**src/design/posl_pkg.sv**
```systemverilog
// ----------------------------------------------------------------------------
// posl_pkg
// Shared types and codes for the positional array list.
// ----------------------------------------------------------------------------
`default_nettype none

package posl_pkg;

   localparam int DataWidth = 32;

   // command codes carried in the request
   typedef enum logic [2:0] {
      CMD_CLEAR  = 3'd0,
      CMD_INSERT = 3'd1,
      CMD_DELETE = 3'd2,
      CMD_READ   = 3'd3,
      CMD_FIND   = 3'd4,
      CMD_SORTED = 3'd5
   } cmd_type;

   // response status codes
   localparam logic [1:0] STATUS_OK      = 2'd0;
   localparam logic [1:0] STATUS_RANGE   = 2'd1;
   localparam logic [1:0] STATUS_FULL    = 2'd2;
   localparam logic [1:0] STATUS_MISSING = 2'd3;

   // operation broadcast to every cell
   typedef enum logic [1:0] {
      CELL_HOLD = 2'd0,
      CELL_CMP  = 2'd1,
      CELL_INS  = 2'd2,
      CELL_DEL  = 2'd3
   } cell_op_type;

   typedef enum logic {
      ST_IDLE,
      ST_FINISH
   } state_type;

   typedef struct packed {
      cell_op_type                 op;
      logic signed [DataWidth-1:0] value;
   } cell_ctrl_type;

   typedef struct packed {
      logic eq;   // holds the searched value, inside the list
      logic gt;   // greater than the searched value, inside the list
      logic sel;  // sits at the requested position
   } cell_flags_type;

endpackage

`default_nettype wire

```
**src/design/posl_cell.sv**
```systemverilog
// ----------------------------------------------------------------------------
// posl_cell
// One list slot: holds an element, shifts with its neighbors, registers
// compare flags against the broadcast value and position.
// ----------------------------------------------------------------------------
`default_nettype none

module posl_cell
   import posl_pkg::*;
#(
   parameter int INDEX = 0,
   parameter int XW    = 8
) (
   input  wire logic                        clock,
   input  wire cell_ctrl_type               ctrl,
   input  wire logic [XW-1:0]               at,
   input  wire logic [XW-1:0]               count,
   input  wire logic signed [DataWidth-1:0] left_elem,
   input  wire logic signed [DataWidth-1:0] right_elem,
   output      logic signed [DataWidth-1:0] elem,
   output      cell_flags_type              flags
);

   localparam logic [XW-1:0] MyIndex = XW'(INDEX);

   logic signed [DataWidth-1:0] elem_ff, elem_in;
   cell_flags_type              flags_ff, flags_in;
   logic                        inside_list;

   always_comb begin
      inside_list = MyIndex < count;
      elem_in     = elem_ff;
      flags_in    = flags_ff;
      case (ctrl.op)
         CELL_CMP: begin
            flags_in.eq  = inside_list && (elem_ff == ctrl.value);
            flags_in.gt  = inside_list && (ctrl.value < elem_ff);
            flags_in.sel = (MyIndex == at);
         end
         CELL_INS: begin
            if (MyIndex > at) begin
               elem_in = left_elem;
            end else if (MyIndex == at) begin
               elem_in = ctrl.value;
            end
         end
         CELL_DEL: begin
            if (MyIndex >= at) begin
               elem_in = right_elem;
            end
         end
         default: begin
         end
      endcase
   end

   always_ff @(posedge clock) begin
      elem_ff  <= elem_in;
      flags_ff <= flags_in;
   end

   assign elem  = elem_ff;
   assign flags = flags_ff;

endmodule

`default_nettype wire
```
**config.mk**
```make
export PLATFORM = sky130hd
export DESIGN_NAME = posl_cell
export DESIGN_NICKNAME = d
export VERILOG_FILES = /design/src/design/posl_pkg.sv /design/src/design/posl_cell.sv
export SDC_FILE = /design/constraint.sdc
export NUM_CORES = 1
export LEC_CHECK = 0
export BUFFER_PORTS_ARGS = -buffer_cell sky130_fd_sc_hd__buf_4
export CAP_MARGIN = 20
export CORE_ASPECT_RATIO = 1.5
export CORE_MARGIN = 1
export CORE_UTILIZATION = 39
export DETAILED_ROUTE_END_ITERATION = 10
export PLACE_DENSITY = 0.78
export SETUP_SLACK_MARGIN = 0.15
export SLEW_MARGIN = 20
export SYNTH_ARGS = -nofsm -noshare
export SYNTH_HDL_FRONTEND = slang
export SYNTH_SLANG_ARGS = --single-unit
```
**constraint.sdc**
```tcl
create_clock -name clock -period 1.87 [get_ports clock]
set_input_delay 0 -clock clock [delete_from_list [all_inputs] [get_ports clock]]
set_output_delay 0 -clock clock [all_outputs]
set_load 0.01 [all_outputs]
```
==> metrics.md, run 1 <==
| Metric | Value |
|---|---|
| DR iter-0 viols | 58 |
| Fin crit share | 1.127 |
| First-pass GRT wire length | between 8000 and 9000 µm |
| Synth warnings | 0 |
| Ports | 150 |
| WS Path Type | flip-flop to flip-flop |
| Cell Pwr Density | ~470 nW/µm² |
| Synth cell types | 29 |
| Initial antenna violation count | 0 |
| Longest Clk Path Bufs | 2 |
| Post-synth EDFFs | 35 |
| Final WL | between 5000 and 6000 µm |
| Die width | approximately 65 µm |
| Num CTS Buffers | 5 |
| Final Critical Period | about 2.1 ns |
| GRT Util Overall | 0.1734 |
| FF-to-FF setup slack | -0.24 ns |
| Port bufs | approximately 120 |
| Share of cells above drive strength 1 | 0.5661 |
| Top-area cell type share of the netlist area | 0.4526 |
| Switch share | 0.2189 |
| H-tree levels | 2 |
| Syn Nets | between 300 and 400 |
| Hold depth | 2 |
| Number of synthesized register bits | 35 |
| Final core utilization | 0.6285 |
| Vias in the first global route | 1,947 |
| Setup ws final | -0.2381 ns |
| Hold Vio Cnt, Final | 0 |
| Antenna-violating nets left | 0 |
| Final HPWL from detailed placement | 4558 µm |
| Avg Cell Area, Syn | between 10 and 15 µm² |
| Overflow after GRT | 0 |
| Combinational Power Share | 0.189 |
| Setup Viol. Count Final | 2 |
| Cell Rows | 34 |
| RSZ-0062 raised after global routing | true |
| Final net count | roughly 490 |
| Crit path arrival time | approximately 2.1 ns |
| Async set or reset register ratio after synthesis | 0 |
| Sequential power share | 0.510 |
| Failing checks | negative setup slack |
| Die H | approximately 97 µm |
| Worst setup EP type | flip-flop |
| Synth-to-layout area growth | 56.57% |
| Die area | 6273 µm² |
| Effective utilization at floorplan | 0.4014 |
| Highest clock rate | 474.4 MHz |
| Number of max-cap violations | 0 |
| Outcome | finished, violations left |
| Post-Layout Inst Area | about 3600 µm² |
| GPL Wtd Cong | between 0.6 and 0.7 |
| Worst Setup EP | flags[1] |
| Reg2Reg Depth | 7 |
| Setup TNS Final | -0.2520 ns |
| Rel. slew slack | 0.7892 |
| Clk sinks | 35 |
| Cells after synthesis | 196 |
| Pint | around 0.0013 W |
| Capturing point of the worst reg2reg path | flags[1] |
| Pwr Total | 0.001714 W |
| Pin count of the biggest net entering global routing | 20 |
| Number of diodes | 0 |
| Top-count cell post-synth | edfxtp_1 |
| Hold_sp | right_elem[18] |
| Core ar. | just under 6000 µm² |
| Cts-stage hold buffer count | 0 |
| Area contributors post-synth | edfxtp_1, ha_1, mux2_2, inv_1, a21oi_1 |
| Worst VDD drop | 0.4762 mV |
| Worst hold path class | primary input to flip-flop |
| R2R Path Start | elem[11] |
| # DRC | 0 |
| Fillers | 509 |
| Worst-Skew Late Latency | around 0.28 ns |
| LEAKAGE | around 1.7 nW |
| Vias per inst | 4.750 |
| DRT Pass-1 Iters | 4 |
| CTS clk-pin slew, worst paths | about 0.07 ns |
| Avg WL per Cell | approximately 13 µm |
| Critical path launch point | elem[11] |
| Worst Max-Slew Pin Slew | 0.3117 ns |
| Post-synth top cells | edfxtp_1, inv_1, mux2_2 |
| Seq/Total Area, Yosys | 0.4526 |
| CP Launch Type | flip-flop |
| CTS tree | built |
| Crit-path max FO | 3 |
| Clk root buf | clkbuf_8 |
| Area after DPL | roughly 3500 µm² |
| Fin. max-slew vios | 0 |
| Via Count | between 1,500 and 2,000 |
| Cell Area, Synth | about 2300 µm² |
| Clock share of power | 0.301 |
| Dominant cell type by area after synthesis | edfxtp_1 |
| Worst Skew | ~0.0048 ns |
| Worst Path Required | around 1.9 ns |
| Sw power | approximately 0.00038 W |
| Ys flop type | edfxtp_1 |
-- cell usage in the layout (no fill, tap or decap), drive strengths merged, types with 4 or more instances in the layout --
cell type / instances
buf: 147
edfxtp: 35
mux2: 33
inv: 33
ha: 32
a21oi: 12
nand2: 9
nand4: 6
clkbuf: 6
o21ai: 6
nor2: 5
or4: 4
-- metrics by stage --
step           hold WS [ns]  cells  worst slack, ns
3_5_place_dp         0.3058    410          -0.2332
3_3_place_gp         0.3028    410          -0.1195
4_1_cts            0.007457    419          -0.1933
6_report            0.01995    420          -0.2381
5_1_grt            0.003631    420          -0.3315
2_1_floorplan        0.2198    196         -0.08173
-- worst min path at each step --
| stage | endpoint | slack (ns) |
|---|---|---|
| floorplan | elem[30] | 0.22 |
| finish | elem[18] | 0.02 |
| global route | elem[18] | 0.004 |
| CTS | elem[20] | 0.007 |
| detailed placement | elem[6] | 0.31 |
| global placement | elem[4] | 0.30 |
-- state kept, by name (all words and copies together), names as in the netlist --
name and count:
elem 32, flags 3
-- metal layers --
metal / share of wire / global-route usage / up-vias
li1: - / - / 1017
met1: 0.36 / 0.1754 / 908
met2: 0.58 / 0.3472 / 68
met3: 0.054 / 0.03756 / 2
met4: 0.0040 / 0.04815 / 0
met5: 0 / 0 / -
-- cell families after synthesis --
| family | count (synthesis) | share of synthesized area |
|---|---|---|
| simple gates | 35 | 0.09105 |
| compound gates | 25 | 0.06574 |
| flops | 35 | 0.4526 |
| fa+ha+maj | 32 | 0.1724 |
| buf+inv | 36 | 0.05819 |
| mux | 33 | 0.1600 |
-- critical path, stage by stage, from the launching register on --
cell and delay (ns):
edfxtp_1 0.38, inv_2 0.06, ha_4 0.27, nand4_1 0.15
nor4_2 0.35, o21ai_1 0.12, a31oi_1 0.19, mux2_2 0.36
-- timing repair --
item	in CTS	in global routing
endpoints found under the setup margin	2	2
pin swaps	3	5
resized for setup	3	1
setup buffers	1	1
-- power by group through the flow --
stage          logic, W  registers (W)  clock network (W)
6_report       0.000324       0.000874           0.000516
5_1_grt        0.000358       0.000874           0.000565
4_1_cts        0.000327       0.000873           0.000542
3_5_place_dp   0.000322       0.000891                  0
3_3_place_gp   0.000314       0.000891                  0
2_1_floorplan  0.000134       0.000893                  0
-- area by class of cell --
cell class | instances | area, µm² | share of cell area
timing repair buffer | 147 | 1104 | 0.3035
multi-input combinational | 125 | 1187 | 0.3266
inverter | 33 | 123.9 | 0.03407
sequential | 35 | 1051 | 0.2891
clock buffer | 6 | 72.57 | 0.01996
tap | 72 | 90.09 | 0.02478
clock inverter | 2 | 7.507 | 0.002065
No activity file was read; power rests on OpenSTA's default activity.
==> run 2, diff against run 1 <==
CTS_BUF_LIST = sky130_fd_sc_hd__clkbuf_8 sky130_fd_sc_hd__clkbuf_16   (was default)
==> metrics.md, run 2 (synthesized netlist as in run 1, its figures left out) <==
| Metric | Value |
|---|---|
| Num CTS Buffers | 5 (unchanged) |
| LEAKAGE | 1.738 nW (was 1.734 nW) |
| Slowest CP cell | edfxtp_1 (unchanged) |
| Setup Viol. Count Final | 2 (unchanged) |
| Worst Path Required | 1.90 ns (about the same) |
| Antenna-violating nets left | 0 (unchanged) |
| RSZ-0062 raised after global routing | true (unchanged) |
| Crit-path max FO | 3 (unchanged) |
| Worst hold path class | primary input to flip-flop (unchanged) |
| Synth-to-layout area growth | 56.57% (unchanged) |
| Fillers | 509 (unchanged) |
| Vias per inst | 4.750 (unchanged) |
| WS Path Type | flip-flop to flip-flop (unchanged) |
| Overflow after GRT | 0 (unchanged) |
| Worst VDD drop | 0.4720 mV (was 0.4762 mV) |
| Cell Pwr Density | 470.0 nW/µm² (was 471.5 nW/µm²) |
| Area occupied by multi-input gates | 1187 µm² (unchanged) |
| Number of diodes | 0 (unchanged) |
| GPL Wtd Cong | 0.6977 (unchanged) |
| Share of cells above drive strength 1 | 0.5661 (unchanged) |
| Avg WL per Cell | 13.09 µm (about the same) |
| Clk root buf | clkbuf_8 (unchanged) |
| CTS tree | built (unchanged) |
| Fin crit share | 1.127 (unchanged) |
| Die width | 65.01 µm (unchanged) |
| Largest register FFs | 32 (unchanged) |
| DR iter-0 viols | 58 (unchanged) |
| Longest Clk Path Bufs | 2 (unchanged) |
| CP bufs+invs | 1 (unchanged) |
| CTS clk-pin slew, worst paths | 0.07 ns (about the same) |
| Number of max-cap violations | 0 (unchanged) |
| Setup ws final | -0.2381 ns (unchanged) |
| Core ar. | 5786 µm² (unchanged) |
| Worst Skew | 0.004792 ns (unchanged) |
| Most frequent cells in the layout | buf_4, edfxtp_1, inv_1, mux2_2, ha_1 (was buf_4, edfxtp_1, mux2_2) |
| Rel. slew slack | 0.7892 (unchanged) |
| Final WL | 5496 µm (was 5497 µm) |
| Final net count | 494 (unchanged) |
| CP delay by family, top | simple AND/OR/NAND/NOR gates (unchanged) |
| Ports | 150 (unchanged) |
| Worst path cell trace | inv_2, ha_4, nand4_1, nor4_2, o21ai_1, a31oi_1, mux2_2 (unchanged) |
| Via Count | 1,995 (unchanged) |
| Cells after DPL | 410 (unchanged) |
| Final core utilization | 0.6285 (unchanged) |
| Highest clock rate | 474.4 MHz (unchanged) |
| Effective utilization at floorplan | 0.4014 (unchanged) |
| H-tree levels | 2 (unchanged) |
| Hold Vio Cnt, Final | 0 (unchanged) |
| Initial antenna violation count | 0 (unchanged) |
| # DRC | 0 (unchanged) |
| Worst-Skew Late Latency | 0.28 ns (about the same) |
| Crit path arrival time | 2.14 ns (about the same) |
| DRT Pass-1 Iters | 4 (unchanged) |
| Outcome | finished, violations left (unchanged) |
| Vias in the first global route | 1,947 (unchanged) |
| Register area | 1051 µm² (unchanged) |
| Pin count of the biggest net entering global routing | 20 (unchanged) |
| First-pass GRT wire length | 8238 µm (unchanged) |
| Most common cell after layout, fill and taps aside | buf_4 (unchanged) |
| Final HPWL from detailed placement | 4558 µm (unchanged) |
| Clk sinks | 35 (unchanged) |
| Port bufs | 117 (unchanged) |
| CP Launch Type | flip-flop (unchanged) |
| Final Critical Period | 2.108 ns (unchanged) |
| Fin. max-slew vios | 0 (unchanged) |
| Worst setup EP type | flip-flop (unchanged) |
| Failing checks | negative setup slack (unchanged) |
| GRT Util Overall | 0.1734 (unchanged) |
| Cell Rows | 34 (unchanged) |
| Max incr delay on CP | 0.38 ns (about the same) |
| Worst Max-Slew Pin Slew | 0.3117 ns (about the same) |
| Cts-stage hold buffer count | 0 (unchanged) |
| Fin cells | 420 (unchanged) |
| Die H | 96.51 µm (unchanged) |
| Die area | 6273 µm² (unchanged) |
==> run 2: layout make-up <==
cell class,instances,share of cell area
Clock buffer,5,0.01893
Sequential cell,35,0.2891
Multi-Input combinational cell,125,0.3266
Timing Repair Buffer,147,0.3035
Clock inverter,3,0.003097
Inverter,33,0.03407
Tap cell,72,0.02478
==> run 2: repair_timing <==
action,in CTS,in global routing
hold endpoints to repair,0,0
setup buffers,1,1
pin swaps,3,5
endpoints found under the setup margin,2,2
cloned,0,0
resized for setup,3,1
==> run 2: path summary, 6_finish.rpt <==
check / start / end / slack, ns / depth (start not counted)
max reg2reg: elem[11] / flags[1] / -0.24 / 7
max: elem[11] / flags[1] / -0.24 / 7
min: right_elem[18] / elem[18] / 0.02 / 2
min reg2reg: elem[0] / flags[2] / 0.90 / 3
==> run 2: worst register-to-register path, delay by kind of cell (launching register included) <==
kind                       cells  cell delay (ns)
DFF                            1             0.38
buffers and inverters          1             0.06
and+or+nand+nor                2             0.50
AOI/OAI and AO/OA              2             0.31
muxes                          1             0.36
adders and majority gates      1             0.27
==> run 2: power by group <==
part	leakage, nW	total, W	internal (W)	switching, W
registers	0.316	0.000874	0.000872	0.00000141
logic	1.38	0.000324	0.000213	0.000112
clock network	0.0444	0.000511	0.000249	0.000262
==> run 2: stage by stage <==
stage | total power [W] | hold slack (ns) | TNS, ns | setup slack (ns) | area [µm²]
finish | 0.001709 | 0.01977 | -0.2520 | -0.2381 | 3636
global route | 0.001791 | 0.003484 | -0.4714 | -0.3315 | 3636
CTS | 0.001737 | 0.007019 | -0.1933 | -0.1933 | 3616
detailed placement | 0.001213 | 0.3058 | -0.2332 | -0.2332 | 3503
global placement | 0.001205 | 0.3028 | -0.1195 | -0.1195 | 3503
floorplan | 0.001027 | 0.2198 | -0.08173 | -0.08173 | 2336
==> run 2: layer usage <==
metal  track usage  wire (µm)  vias up  share of wire
met3       0.03756        295        2          0.054
met1        0.1754       1991      908           0.36
li1              -          -     1017              -
met2        0.3472       3187       68           0.58
met4       0.04815         22        0         0.0040
met5             0          0        -              0
==> run 3, diff against run 2 <==
CORE_UTILIZATION = 35   (was 39)
PLACE_DENSITY = 0.71   (was 0.78)
==> metrics.md, run 3 (synthesized netlist as in run 1, its figures left out) <==
| Metric | Value |
|---|---|
| Fin crit share | 1.072 (was 1.127) |
| Die H | 101.8 µm (was 96.51 µm) |
| Cts-stage hold buffer count | 0 (unchanged) |
| Worst Skew | 0.007443 ns (was 0.004792 ns) |
| Final WL | 5642 µm (was 5496 µm) |
| Capturing point of the worst reg2reg path | flags[1] (unchanged) |
| Setup ws final | -0.1343 ns (was -0.2381 ns) |
| Worst Max-Slew Pin Slew | 0.3252 ns (was 0.3117 ns) |
| Cell Rows | 36 (was 34) |
| DRT Pass-1 Iters | 4 (unchanged) |
| CTS clk-pin slew, worst paths | 0.07 ns (about the same) |
| FF-to-FF setup slack | -0.13 ns (was -0.24 ns) |
| Via Count | 2,016 (was 1,995) |
| Final Critical Period | 2.004 ns (was 2.108 ns) |
| First-pass GRT wire length | 8590 µm (was 8238 µm) |
| CP bufs+invs | 1 (unchanged) |
| Crit-path max FO | 3 (unchanged) |
| CTS tree | built (unchanged) |
| Slowest CP cell | edfxtp_1 (unchanged) |
| Avg WL per Cell | 13.24 µm (was 13.09 µm) |
| Number of max-cap violations | 0 (unchanged) |
| Vias per inst | 4.732 (was 4.750) |
| Cells after DPL | 413 (was 410) |
| Num CTS Buffers | 5 (unchanged) |
| # DRC | 0 (unchanged) |
| Largest register FFs | 32 (unchanged) |
| Met2 usage | 0.3371 (was 0.3472) |
| Hold Vio Cnt, Final | 0 (unchanged) |
| WP depth | 7 (unchanged) |
| Core ar. | 6441 µm² (was 5786 µm²) |
| Met1 Use GR | 0.1551 (was 0.1754) |
| Die area | 6971 µm² (was 6273 µm²) |
| Worst hold path class | primary input to flip-flop (unchanged) |
| Met3 Use GR | 0.04279 (was 0.03756) |
| Overflow after GRT | 0 (unchanged) |
| GPL Wtd Cong | 0.7411 (was 0.6977) |
| Number of diodes | 0 (unchanged) |
| Final core utilization | 0.5728 (was 0.6285) |
| WS Path Type | flip-flop to flip-flop (unchanged) |
| Worst setup EP type | flip-flop (unchanged) |
| Rel. slew slack | 0.7827 (was 0.7892) |
| Worst Path Required | 1.90 ns (about the same) |
| Setup Viol. Count Final | 1 (was 2) |
| Final HPWL from detailed placement | 4647 µm (was 4558 µm) |
| Worst VDD drop | 0.3883 mV (was 0.4720 mV) |
| Critical path launch point | elem[31] (was elem[11]) |
| Antenna-violating nets left | 0 (unchanged) |
| H-tree levels | 2 (unchanged) |
| Fin. max-slew vios | 0 (unchanged) |
| Ports | 150 (unchanged) |
| Fin cells | 426 (was 420) |
| Worst Setup EP | flags[1] (unchanged) |
| Crit path arrival time | 2.04 ns (was 2.14 ns) |
| LEAKAGE | 1.778 nW (was 1.738 nW) |
| Highest clock rate | 498.9 MHz (was 474.4 MHz) |
| Pin count of the biggest net entering global routing | 21 (was 20) |
| R2R Path Start | elem[31] (was elem[11]) |
| DR iter-0 viols | 23 (was 58) |
| Most frequent cells in the layout | buf_4, edfxtp_1, mux2_2 (was buf_4, edfxtp_1, inv_1, mux2_2, ha_1) |
| Fillers | 568 (was 509) |
| Die width | 68.51 µm (was 65.01 µm) |
| Clk root buf | clkbuf_8 (unchanged) |
| Hold depth | 2 (unchanged) |
| Initial antenna violation count | 0 (unchanged) |
| RSZ-0062 raised after global routing | true (unchanged) |
| Max incr delay on CP | 0.37 ns (was 0.38 ns) |
| Final net count | 496 (was 494) |
| Outcome | finished, violations left (unchanged) |
| Longest Clk Path Bufs | 2 (unchanged) |
| Share of cells above drive strength 1 | 0.5829 (was 0.5661) |
| CP delay by family, top | simple AND/OR/NAND/NOR gates (unchanged) |
| WHS | 0.01512 ns (was 0.01977 ns) |
| Busiest layer in global routing | met2 (unchanged) |
| Most common cell after layout, fill and taps aside | buf_4 (unchanged) |
| Worst-Skew Late Latency | 0.28 ns (about the same) |
| Port bufs | 117 (unchanged) |
| Effective utilization at floorplan | 0.3605 (was 0.4014) |
| CP Launch Type | flip-flop (unchanged) |
| Cell Pwr Density | 466.1 nW/µm² (was 470.0 nW/µm²) |
| Worst path cell trace | inv_2, ha_4, nand4_1, nor4b_4, nor2_1, a31oi_1, mux2_2 (was inv_2, ha_4, nand4_1, nor4_2, o21ai_1, a31oi_1, mux2_2) |
| Synth-to-layout area growth | 58.89% (was 56.57%) |
| Failing checks | negative setup slack (unchanged) |
| Clk sinks | 35 (unchanged) |
| Vias in the first global route | 2,029 (was 1,947) |
| GRT Util Overall | 0.1665 (was 0.1734) |
| Reg2Reg Depth | 7 (unchanged) |
==> run 3: cell count changes in the layout (fill, tap and decap cells not counted), sizes merged <==
cell / change
buf: +2
==> run 3: area by class of cell <==
type	instances	area (µm²)	share of cell area
inverter	33	123.9	0.03357
sequential	35	1051	0.2848
clock buffer	5	68.82	0.01865
timing repair buffer	149	1119	0.3032
multi-input combinational	125	1221	0.3310
tap	76	95.09	0.02577
clock inverter	3	11.26	0.003052
==> run 3: how the worst min path moves through the flow <==
stage                           to      startpoint
after global placement     elem[1]   right_elem[1]
after CTS                 elem[18]  right_elem[18]
final                     elem[18]  right_elem[18]
after detailed placement   elem[7]   right_elem[7]
after floorplan           elem[30]  right_elem[30]
after global routing      elem[18]  right_elem[18]
==> run 3: repair_timing <==
| action | in CTS | in global routing |
|---|---|---|
| gates cloned | 0 | 0 |
| resized for setup | 3 | 8 |
| pin swaps | 4 | 5 |
| setup buffers | 4 | 1 |
| endpoints found under the setup margin | 2 | 2 |
==> run 3: metal layers <==
metal	share of wire	wire length [µm]
met5	0	0
met4	0.0067	38
met3	0.062	349
met2	0.57	3215
met1	0.36	2038
==> run 3: metrics by stage <==
step                      total power (W)  instance area, µm²  setup TNS (ns)  setup slack (ns)
after floorplan                  0.001027                2336        -0.08173          -0.08173
after global placement           0.001204                3501         -0.1443           -0.1443
after global routing             0.001802                3690         -0.2852           -0.2852
final                            0.001720                3690         -0.1343           -0.1343
after detailed placement         0.001211                3501         -0.1549           -0.1549
after CTS                        0.001744                3649         -0.1313           -0.1313
==> run 3: where the power goes <==
part	internal (W)	switching [W]	total, W
clock	0.000249	0.000272	0.000520
sequential	0.000872	0.00000135	0.000873
combinational	0.000213	0.000113	0.000326
